**src/rtl/core/chp_ram.sv**
```systemverilog
// Generic single-write, single-read RAM with registered read data.
// No dependencies.
module chp_ram #(
  parameter int WIDTH = 8,
  parameter int DEPTH = 16
) (
  input  logic                     clk,
  input  logic                     we,
  input  logic [$clog2(DEPTH)-1:0] waddr,
  input  logic [WIDTH-1:0]         wdata,
  input  logic [$clog2(DEPTH)-1:0] raddr,
  output logic [WIDTH-1:0]         rdata
);

  logic [WIDTH-1:0] mem [DEPTH];
  logic [WIDTH-1:0] rdata_r;

  always_ff @(posedge clk) begin
    if (we) begin
      mem[waddr] <= wdata;
    end
    rdata_r <= mem[raddr];
  end

  assign rdata = rdata_r;

endmodule

```
**config.mk**
```make
export PLATFORM = sky130hd
export DESIGN_NAME = chp_ram
export DESIGN_NICKNAME = d
export VERILOG_FILES = /design/src/rtl/core/chp_ram.sv
export SDC_FILE = /design/constraint.sdc
export NUM_CORES = 1
export LEC_CHECK = 0
export BUFFER_PORTS_ARGS = -buffer_cell sky130_fd_sc_hd__buf_2
export CAP_MARGIN = 20
export CELL_PAD_IN_SITES_DETAIL_PLACEMENT = 0
export CELL_PAD_IN_SITES_GLOBAL_PLACEMENT = 1
export CORE_MARGIN = 5
export CORE_UTILIZATION = 25
export CTS_BUF_LIST = sky130_fd_sc_hd__clkbuf_16
export DETAILED_ROUTE_END_ITERATION = 10
export GPL_ROUTABILITY_DRIVEN = 0
export PLACE_DENSITY_LB_ADDON = 0.1
export SETUP_SLACK_MARGIN = 0.5
export SLEW_MARGIN = 20
export SYNTH_ARGS = -nofsm -noshare
export SYNTH_HDL_FRONTEND = slang
export SYNTH_SLANG_ARGS = --single-unit
```
**constraint.sdc**
```tcl
create_clock -name clk -period 3.3 [get_ports clk]
set_input_delay 0.495 -clock clk [delete_from_list [all_inputs] [get_ports clk]]
set_output_delay 0.495 -clock clk [all_outputs]
set_load 0.005 [all_outputs]
```
# Word level (Yosys, flattened, before mapping)
# Memory sizes are Yosys's and may differ from the RTL's. A register that Yosys moved wholly into a read port is not among the register bits.
# Index checks and enable logic that the tools add are counted.
dict set report word_totals {
  elab_cells 3
  memories 1
  input_bits 18
  out_inout_bits 8
  reg_bits 0
  mem_bits_rw 128
}
dict set report op_classes {
  n_mux 2
}
# name depth word_bits read_ports rd_ports_with_merged_regs wr line_no
set mem_list {}
lappend mem_list {mem 16 8 1 1 1 15} ;# logic [WIDTH-1:0] mem [DEPTH];
# cell n
set ops {}
lappend ops {{$mux W1} 2}

# Longest topological paths before layout
dict set report logic_depth {
  word_depth 2
  ltp_mapped 5
  depth_no_buf 3
}

# Worst setup path before layout
# OpenSTA, ideal clock, no wires.
dict set report synth_timing {
  kind {input to register}
  from {input waddr[2]}
  to {memory mem[0][0], enable pin}
  path_buffers 0
  t_required_ns 2.917
  stages 2
  arrival_time_ns 1.605
  path_slack_ns 1.312
  setup_ns 0.383
  path_cell_list {or3b_2 > nor3_1}
}
# item line_no
set synth_rtl {}
lappend synth_rtl {{from (decl)} 9} ;# input logic [$clog2(DEPTH)-1:0] waddr,
lappend synth_rtl {{to (decl)} 15}
# Straight into the memory's write port.

==> results_dict.tcl <==
set metrics [dict create \
    ys_seq_area_share_pct 77.8 \
    dp_hpwl_mm 7.90 \
    track_usage_pct 10.8 \
    r2r.worst_path.cells 3 \
    ys_ff_latch 136 \
    dieHeight_um 153 \
    rows 52 \
    synth-main-ff-cell "edfxtp_1" \
    layout_commonest_cell "edfxtp_1" \
    drtIter0Drc 148 \
    final_cell_mix "edfxtp_1 (128), buf_2 (25), buf_4 (22)" \
    cts-root-buf "clkbuf_16" \
    post-cts-setup-buffers 0 \
    hp-class "input port to flip-flop" \
    cp-end-kind "flip-flop" \
    ir_drop_v 0.000293 \
    final.setup_skew_ps 3.62 \
    power_leakage_nw 2.09 \
    setup.worst_path.end "rdata[2]" \
    fin_nets 303 \
    yosys_warnings 0 \
    ys_top_cells_by_area "edfxtp_1 (75%), mux4_2 (7.9%), mux4_1 (7.1%)" \
    synth_top_area_share_pct 74.7 \
    wl_per_cell_um 21.6 \
    r2r_setup_slack_ps 1990 \
    synth_edf_count 128 \
    synth.distinct_cells 19 \
    slew_violations 0 \
    overflow 0 \
    status "completed" \
    worstPathArrival_ps 1950 \
    maxCapViolations 0 \
    clock_latency_ps 400 \
    syn_inst 229 \
    cp-startpoint "raddr[0]" \
    dieWidth_um 153 \
    fin_area_mm2 0.00626 \
    dp_slack_ps 1160 \
    cp-start-kind "input port" \
    cts.htree.levels 4 \
    antenna_found_initial 0 \
    grt_max_degree 19 \
    synth_nets 247 \
    cts_resized 0 \
    syn_avg_cell_area_um2 22.5 \
    coreArea_mm2 0.0202 \
    cts_tree "done" \
    layout-drive-gt1-share_pct 30.2 \
    clockBufferDepth 2 \
    rsz0062_at_grt "false" \
    post-route-min-period_ps 1670 \
    cts_made_buffers 17 \
    grt_pass1_wl_mm 17.8 \
    period_share_pct 50.7 \
    synthToLayoutAreaGrowth_pct 21.6 \
    io_buffers 25 \
    fin_setup_tns_ps 0 \
    first_pass_iters 4 \
    tightest_slew_ps 981 \
    async_reset_ff_share_pct 0 \
    clkTransAtPathRegs_ps 60 \
    grt_pass1_vias 2621 \
    p_per_area_mw_per_mm2 629 \
    hold_path_startpoint "wdata[7]" \
    pin_count 26 \
    crit_fanout 15 \
    critPathKind "input port to flip-flop" \
    hold_viol 0 \
    dieArea_mm2 0.0236 \
    hold_ws_ps 472 \
    slew_headroom_pct 34.4 \
    placed_cell_area_mm2 0.00569 \
    synth_top_area_cell "edfxtp_1" \
    drc_errors 0 \
    r2r_start "mem[9][5]" \
    setup_viol 0 \
    routed_wl_mm 12.3 \
    num_vias 2442 \
    synth_area_mm2 0.00515 \
    nFillCells 1927 \
    fmax_mhz 598 \
    clock_sinks 136 \
    vias_per_cell 4.30 \
    diodes 0 \
    start_util_pct 25.4 \
    r2r-end "rdata[5]" \
    ant_nets 0 \
    worstPathRequired_ps 3580 \
    worst_slack_ps 1630 \
    cts_hold_buf 0 \
]
## cell families after synthesis
logic type | Yosys count | synth area share, %
AO/OA/AOI/OAI | 16 | 2.33
AND/OR/NAND/NOR | 35 | 3.18
flip-flops | 136 | 77.8
buffers and inverters | 10 | 1.68
multiplexers | 32 | 15.0
## sequential cells by signal, summed over array words and instances, names as in the netlist
name / cells
mem: 128
rdata: 8
## cells in the mapped netlist (all sizes together), types with 2 or more instances
master / n
nand2b: 2
dfxtp: 8
clkdlybuf4s25: 3
buf: 7
a22oi: 16
edfxtp: 128
nor3: 4
nand2: 9
nand3b: 2
nor2: 13
mux4: 32
## worst max-delay path: stages
cell and delay, ps:
buf_2 190, buf_4 330, mux4_1 590, a22oi_1 240
nand2_1 90
## worst min-delay path by stage
stage / end / slack [ps] / depth (start not counted)
after floorplan: mem[0][0] / 590 / 0
after global placement: rdata[3] / 660 / 3
after detailed placement: rdata[4] / 660 / 3
after CTS: mem[3][2] / 450 / 1
after global routing: mem[10][2] / 460 / 1
final: mem[4][7] / 470 / 1
## where the power goes
group          switching [mW]  internal [mW]
combinational           0.104         0.0754
sequential             0.0107           1.93
clock                   0.655           1.16
## metrics by stage
stage	instances	power [mW]	utilization, %
2_1_floorplan	229	2.07	-
3_3_place_gp	536	2.17	28.1
3_5_place_dp	536	2.16	28.1
4_1_cts	568	3.99	30.9
5_1_grt	568	4.08	30.9
6_report	568	3.94	30.9
## cell type report
class                   instances  area [µm²]  share of cell area [%]
clock inverters                15         143                    2.28
well taps                     270         338                    5.40
flip-flops and latches        136        4000                    64.0
multi-input cells              83        1060                    16.9
clock buffers                  17         425                    6.80
repair buffers                 47         290                    4.64
## per-layer routing
metal  part of all wire [%]  GRT usage (%)
met1                     49           15.5
met2                     45           15.9
met3                    4.0           2.87
met4                    1.1           3.41
met5                      0              0
Power figures use the tool's default switching activity.
