### src/rtl/core/chp_pkg.sv
// Package of the convex hull unit: sizes, point entry type and the
// request/result structs of the geometry unit. No dependencies.
package chp_pkg;

  localparam int MAX_POINTS = 64;
  localparam int COORD_BITS = 32;
  localparam int COORD_SH   = 32 - COORD_BITS;
  localparam int IDX_W      = $clog2(MAX_POINTS);
  localparam int CNT_W      = $clog2(MAX_POINTS + 1);
  localparam int MIN_HULL   = 3;

  typedef struct packed {
    logic [IDX_W-1:0]   idx;
    logic signed [31:0] x;
    logic signed [31:0] y;
  } pt_t;

  localparam int PT_W = $bits(pt_t);

  typedef struct packed {
    logic start;
    pt_t  o;
    pt_t  a;
    pt_t  b;
  } geo_req_t;

  typedef struct packed {
    logic done;
    logic cross_pos;
    logic cross_zero;
    logic dist_lt;
  } geo_res_t;

endpackage

### src/rtl/core/chp_geom.sv
// Geometry unit: exact cross product sign and squared-distance compare of
// two points about an origin, six products through one 32x32 multiplier.
// Depends on chp_pkg.
module chp_geom (
  input  logic             clk,
  input  logic             rst_n,
  input  chp_pkg::geo_req_t req,
  output chp_pkg::geo_res_t res
);

  logic signed [32:0] dxa_r, dya_r, dxb_r, dyb_r;
  logic signed [32:0] m1, m2;
  logic [31:0]        mag1, mag2;
  logic [63:0]        prod_r;
  logic               neg_r;
  logic signed [65:0] sp;
  logic signed [65:0] cr_r;
  logic [64:0]        da_r, db_r;
  logic [2:0]         st_r;
  logic               busy_r, done_r;

  always_comb begin
    case (st_r)
      3'd0:    begin m1 = dxa_r; m2 = dyb_r; end
      3'd1:    begin m1 = dya_r; m2 = dxb_r; end
      3'd2:    begin m1 = dxa_r; m2 = dxa_r; end
      3'd3:    begin m1 = dya_r; m2 = dya_r; end
      3'd4:    begin m1 = dxb_r; m2 = dxb_r; end
      default: begin m1 = dyb_r; m2 = dyb_r; end
    endcase
    mag1 = m1[32] ? 32'(-m1) : m1[31:0];
    mag2 = m2[32] ? 32'(-m2) : m2[31:0];
    sp   = neg_r ? -$signed({2'b00, prod_r}) : $signed({2'b00, prod_r});
  end

  always_ff @(posedge clk) begin
    if (!rst_n) begin
      busy_r <= 1'b0;
      done_r <= 1'b0;
      st_r   <= '0;
    end else begin
      done_r <= 1'b0;
      if (req.start) begin
        busy_r <= 1'b1;
        st_r   <= '0;
      end else if (busy_r) begin
        st_r <= st_r + 3'd1;
        if (st_r == 3'd6) begin
          busy_r <= 1'b0;
          done_r <= 1'b1;
        end
      end
    end
  end

  // operands and accumulators
  always_ff @(posedge clk) begin
    if (req.start) begin
      dxa_r <= {req.a.x[31], req.a.x} - {req.o.x[31], req.o.x};
      dya_r <= {req.a.y[31], req.a.y} - {req.o.y[31], req.o.y};
      dxb_r <= {req.b.x[31], req.b.x} - {req.o.x[31], req.o.x};
      dyb_r <= {req.b.y[31], req.b.y} - {req.o.y[31], req.o.y};
    end
    prod_r <= mag1 * mag2;
    neg_r  <= m1[32] ^ m2[32];
    if (busy_r) begin
      case (st_r)
        3'd1:    cr_r <= sp;
        3'd2:    cr_r <= cr_r - sp;
        3'd3:    da_r <= {1'b0, prod_r};
        3'd4:    da_r <= da_r + {1'b0, prod_r};
        3'd5:    db_r <= {1'b0, prod_r};
        3'd6:    db_r <= db_r + {1'b0, prod_r};
        default: ;
      endcase
    end
  end

  assign res.done       = done_r;
  assign res.cross_pos  = !cr_r[65] && (cr_r != '0);
  assign res.cross_zero = (cr_r == '0);
  assign res.dist_lt    = (da_r < db_r);

endmodule

### config.mk
export PLATFORM = sky130hd
export DESIGN_NAME = chp_geom
export DESIGN_NICKNAME = d
export VERILOG_FILES = /design/src/rtl/core/chp_pkg.sv /design/src/rtl/core/chp_geom.sv
export SDC_FILE = /design/constraint.sdc
export NUM_CORES = 2
export LEC_CHECK = 0
export BUFFER_PORTS_ARGS = -buffer_cell sky130_fd_sc_hd__buf_2
export CAP_MARGIN = 25
export CELL_PAD_IN_SITES_DETAIL_PLACEMENT = 1
export CELL_PAD_IN_SITES_GLOBAL_PLACEMENT = 2
export CORE_MARGIN = 2
export CORE_UTILIZATION = 44
export DETAILED_ROUTE_END_ITERATION = 7
export PLACE_DENSITY = 0.95
export SLEW_MARGIN = 20
export SYNTH_ARGS = -nofsm -noshare
export SYNTH_HDL_FRONTEND = slang
export SYNTH_SLANG_ARGS = --single-unit
export TNS_END_PERCENT = 10
### constraint.sdc
create_clock -name clk -period 19.4 [get_ports clk]
set_clock_uncertainty 0.05 [all_clocks]
set_input_delay 2.91 -clock clk [delete_from_list [all_inputs] [get_ports clk]]
set_output_delay 2.91 -clock clk [all_outputs]
set_load 0.02 [all_outputs]
* Word level (Yosys, flattened, before mapping)
Index checks and enable logic that the tools add are counted.
** Cells by class
- Reduce and logical (&&, ||, !) cells :: 16
- Multiplexer cells :: 12
- Order comparisons :: 1
- $add $sub $neg :: 11
- Multiply operators :: 1
- Equality and inequality tests :: 6
- Bitwise logic cells :: 3
** Operators with widths (number)
- $pmux W65 S2 :: 2
- $pmux W33 S3 :: 2
- $pmux W66 S2 :: 1
- $sub A32 B32 Y33 :: 4
- $add A65 B64 Y65 :: 2
- $logic_not A66 Y1 :: 1
- $mux W66 :: 1
- $neg A64 Y66 :: 1
- $reduce_bool A66 Y1 :: 1
- $sub A66 B66 Y66 :: 1
- $lt A65 B65 Y1 :: 1
- $mul A32 B32 Y64 :: 1
- $mux W32 :: 2
- $neg A32 Y32 :: 2
- $eq A3 B3 Y1 const B :: 3
- $reduce_or A2 Y1 :: 4
- $eq A3 B2 Y1 const B :: 2
- $reduce_and A2 Y1 :: 3
- $reduce_bool A2 Y1 :: 3
- $mux W1 :: 4
- $add A3 B1 Y3 const B :: 1
- $eq A3 B1 Y1 const B :: 1
- $logic_not A3 Y1 :: 1
- $reduce_or A3 Y1 :: 1
- other kinds (4) :: 5
** Word-level totals
- Flip-flop bits (word level) :: 398
- Output and inout bits :: 4
- Input port bits :: 213

* Longest topological paths before layout
- Depth in word-level cells :: 6
- Mapped depth :: 47

* Worst setup path before layout
No wires, ideal clock.
- Path kind :: register to register
- From :: register st_r[2]
- To :: register prod_r[60]
- Stages on the path, launching flop included :: 44
- Clock period less this slack :: 11.344 ns
- Path slack :: 8.056 ns
- Setup time :: 0.120 ns
- Path buffers :: 8
- Arrival time :: 11.174 ns
- Cells stage by stage :: dfxtp_1 -> buf_2 -> inv_1 -> ha_1 -> buf_2 -> buf_2 -> clkbuf_1 -> nor4_1 -> a31oi_1 -> clkbuf_1 -> inv_1 -> clkbuf_1 -> ha_1 -> nor3b_1 -> nand4b_1 -> or2_2 -> nand2_1 -> xor2_1 -> [8 not listed] -> fa_1 -> fa_1 -> fa_1 -> inv_1 -> fa_1 -> inv_1 -> ha_1 -> clkbuf_1 -> nand4_1 -> nor2_1 -> a311oi_1 -> o211ai_1 -> o2111ai_1 -> a2111oi_0 -> o31ai_1 -> a211oi_1 -> a41oi_1 -> xnor2_1
** Between the ends
- Longest elaborated chain between the ends :: 6
** Ends and longest elaborated chain
- start: declaration :: line chp_geom.sv:19 : logic [2:0] st_r;
- start signal: assignment :: line chp_geom.sv:47 : st_r <= st_r + 3'd1;
- $eq A3 B2 Y1 (tied with other cells) :: line chp_geom.sv:23 : case (st_r)
- $reduce_or A2 Y1 (no source line)
- $pmux W33 S3 :: line chp_geom.sv:23
- $neg A32 Y32 (on tied branches) :: line chp_geom.sv:31, chp_geom.sv:32
- $mux W32 (on tied branches) :: line chp_geom.sv:31, chp_geom.sv:32
- $mul A32 B32 Y64 * :: line chp_geom.sv:64 : prod_r <= mag1 * mag2;
- end signal: assignment :: line chp_geom.sv:64
- end: declaration :: line chp_geom.sv:14 : logic [63:0] prod_r;
Every way passes the cells marked *; elsewhere a longest branch is shown, timed or not.
A chain may end at the register's enable or synchronous reset.

* Worst setup path after layout
- From :: register st_r[2]
- To :: register prod_r[58]
The elaborated chain is that of the path after synthesis.

==> impl_metrics.csv <==
group,metric,value,unit
worst_setup_path,worstPathArrival,14680,ps
clock_network,htree_levels,2,
timing,maxSlewHeadroom,0.2533,
placement,port_buffers,198,
yosys,yosys_most_used_dff,"edfxtp_1",
worst_setup_path,start_kind,"flip-flop",
route,drc,0,
clock_network,path_clk_slew,60,ps
global_route,overflow,0,
route,routed-wl-met2,117200,um
route,dr_wl_met3,16710,um
timing,final.setup.worst_slack,5196,ps
global_route,grt_pass1_vias,66290,
clock_network,cts_sinks,398,
clock_network,cts_tree,"yes",
global_route,antenna_found_initial,3,
yosys,avgSynthCellArea,8.579,sq um
worst_setup_path,regToRegSetupSlack,5200,ps
placement,place_congestion,0.9370,
final_layout,layout_common_cells,"1157 x inv_1, 903 x fa_1, 880 x nor2_1",
yosys,synth-edff-count,328,
timing,tns,0,ps
clock_network,cts_max_path_buffers,3,
route,via_count,60020,
timing,post-route-period-util,0.7322,
die,coreArea,158000,sq um
clock_network,ctsResizeCount,0,
yosys,synth-async-reset-ratio,0,
die,fp-row-count,146,
timing,worstMarginPinSlew,1119,ps
route,drt_first_pass_iters,7,
die,fp.dieH,402.3,um
final_layout,fill_cells,18680,
die,dieArea,161900,sq um
route,drt-met1-wl,96100,um
final_layout,area_delta_synth_final,7.944,%
final_layout,nets,9914,
route,via_per_inst,5.851,
timing,fmax,70.40,MHz
timing,fin_crit,14200,ps
yosys,synth_fa_ha_area_frac,0.3765,
final_layout,layout-drive-gt1-share,0.06842,
yosys,ys_types,94,
worst_setup_path,endpoint_kind,"flip-flop",
clock_network,root_buffer,"clkbuf_16",
clock_network,clock_latency,650,ps
worst_setup_path,criticalPathCategory,"reg -> reg",
die,start_util,0.4418,
die,fp.dieW,402.3,um
yosys,syn_inst,8137,
yosys,synth-xor-area-share,0.06417,
clock_network,postCtsSetupRepairBufs,0,
run,drv_cap,0,
clock_network,ctsHoldBuffers,0,
route,antenna_left,0,
timing,setup_viol,0,
final_layout,regArea,11250,sq um
route,drt_wl_total,242800,um
route,drt-initial-drc-count,3947,
yosys,yosysSeqAreaShare,0.1612,
worst_setup_path,path_common_cell,"fa_1",
global_route,grtUsageTotal,0.2986,
timing,grt_setup_unrepaired,"false",
yosys,synth.area.mux_share,0.006399,
placement,place_worst_setup_slack,5406,ps
die,pin_count,217,
yosys,synth_compound_area_frac,0.1542,
final_layout,multi_input_area,53330,sq um
final_layout,layout_commonest_cell,"inv_1",
timing,hold_viol_final,0,
route,top_layer,"met5",
timing,drv_slew,0,
timing,timing.hold.ws,515.6,ps
placement,place_hpwl,196600,um
worst_setup_path,worst-path-max-fanout,65,
final_layout,final_core_util,0.4769,
yosys,synth_fp_nets,9909,
route,wl_per_cell,23.67,um
worst_setup_path,worst_ep_required_time,19880,ps
worst_setup_path,cpPeakStageDelay,970,ps
hold_path,hold_path.class,"reg -> reg",
worst_setup_path,cp_slowest_cell,"dfxtp_1",
yosys,synth_warnings,0,
yosys,ys_ff_latch,398,
yosys,synth-simple-area-share,0.1527,
yosys,synth_top_family_by_area,"adder cells",
yosys,syn_area,69810,sq um
global_route,grt_start_max_net_pins,85,
outcome,status,"finished clean",
global_route,grt_pass1_wl,377500,um
clock_network,cts-buffers-inserted,51,
final_layout,antenna_cells,0,
-- state kept, by name, summed over array words and instances, names as in the netlist --
register / flops
dxb_r: 33
busy_r: 1
da_r: 65
db_r: 65
dya_r: 33
cr_r: 66
st_r: 3
neg_r: 1
dyb_r: 33
prod_r: 64
dxa_r: 33
done_r: 1
-- Yosys cell counts (85+ instances only) --
master    count  share of area
inv_1      1157          0.062
o21ai_0     396          0.028
a21oi_1     493          0.035
nand4_1     106         0.0095
clkbuf_1    296          0.016
nor2_1      884          0.048
edfxtp_1    328           0.14
xor2_1      225          0.028
a21o_1      198          0.021
fa_1        903           0.26
nand2_1     835          0.045
o21bai_1     85         0.0091
nand3_1     113         0.0081
ha_1        656           0.12
xnor2_1     274          0.034
-- kinds of logic after synthesis --
group / Yosys count
XOR/XNOR: 505
adder cells (fa/ha/maj): 1559
AO/OA/AOI/OAI: 1692
flip-flops: 398
buffers and inverters: 1537
multiplexers: 42
AND/OR/NAND/NOR: 2404
-- cell type report --
| cell class | count | area share |
|---|---|---|
| tap | 2072 | 0.03441 |
| inverter | 1157 | 0.05764 |
| clock buffer | 64 | 0.01838 |
| timing repair buffer | 332 | 0.02712 |
| multi-input combinational | 6202 | 0.7078 |
| clock inverter | 32 | 0.005347 |
| sequential | 398 | 0.1493 |
-- through the flow --
stage | area, sq um | cells
6_report | 75350 | 10260
5_1_grt | 75350 | 10260
4_1_cts | 75280 | 10250
3_5_place_dp | 73490 | 10160
3_3_place_gp | 73430 | 10150
2_1_floorplan | 69810 | 8137
-- final timing paths --
path / startpoint / end / cells after the start
worst min-delay path: st_r[1] / st_r[1] / 2
worst max register to register: st_r[2] / prod_r[58] / 37
worst max-delay path: st_r[2] / prod_r[58] / 37
worst min register to register: st_r[1] / st_r[1] / 2
-- routing by layer --
layer	vias up	GRT usage
met5	-	0
met4	4	0.1360
met3	611	0.05592
met2	1994	0.5199
li1	27130	-
met1	30280	0.3566
-- critical path, delay by kind of cell, from the launching register on --
family	cells	cell delay (ps)
adder cells (fa/ha/maj)	10	4600
flip-flops	1	970
XOR/XNOR	2	1060
AO/OA/AOI/OAI	8	3280
buffers and inverters	7	1430
AND/OR/NAND/NOR	10	2580
Power is not shown: default switching activity piles up to over one toggle a cycle in this logic, so the estimate is an artifact.
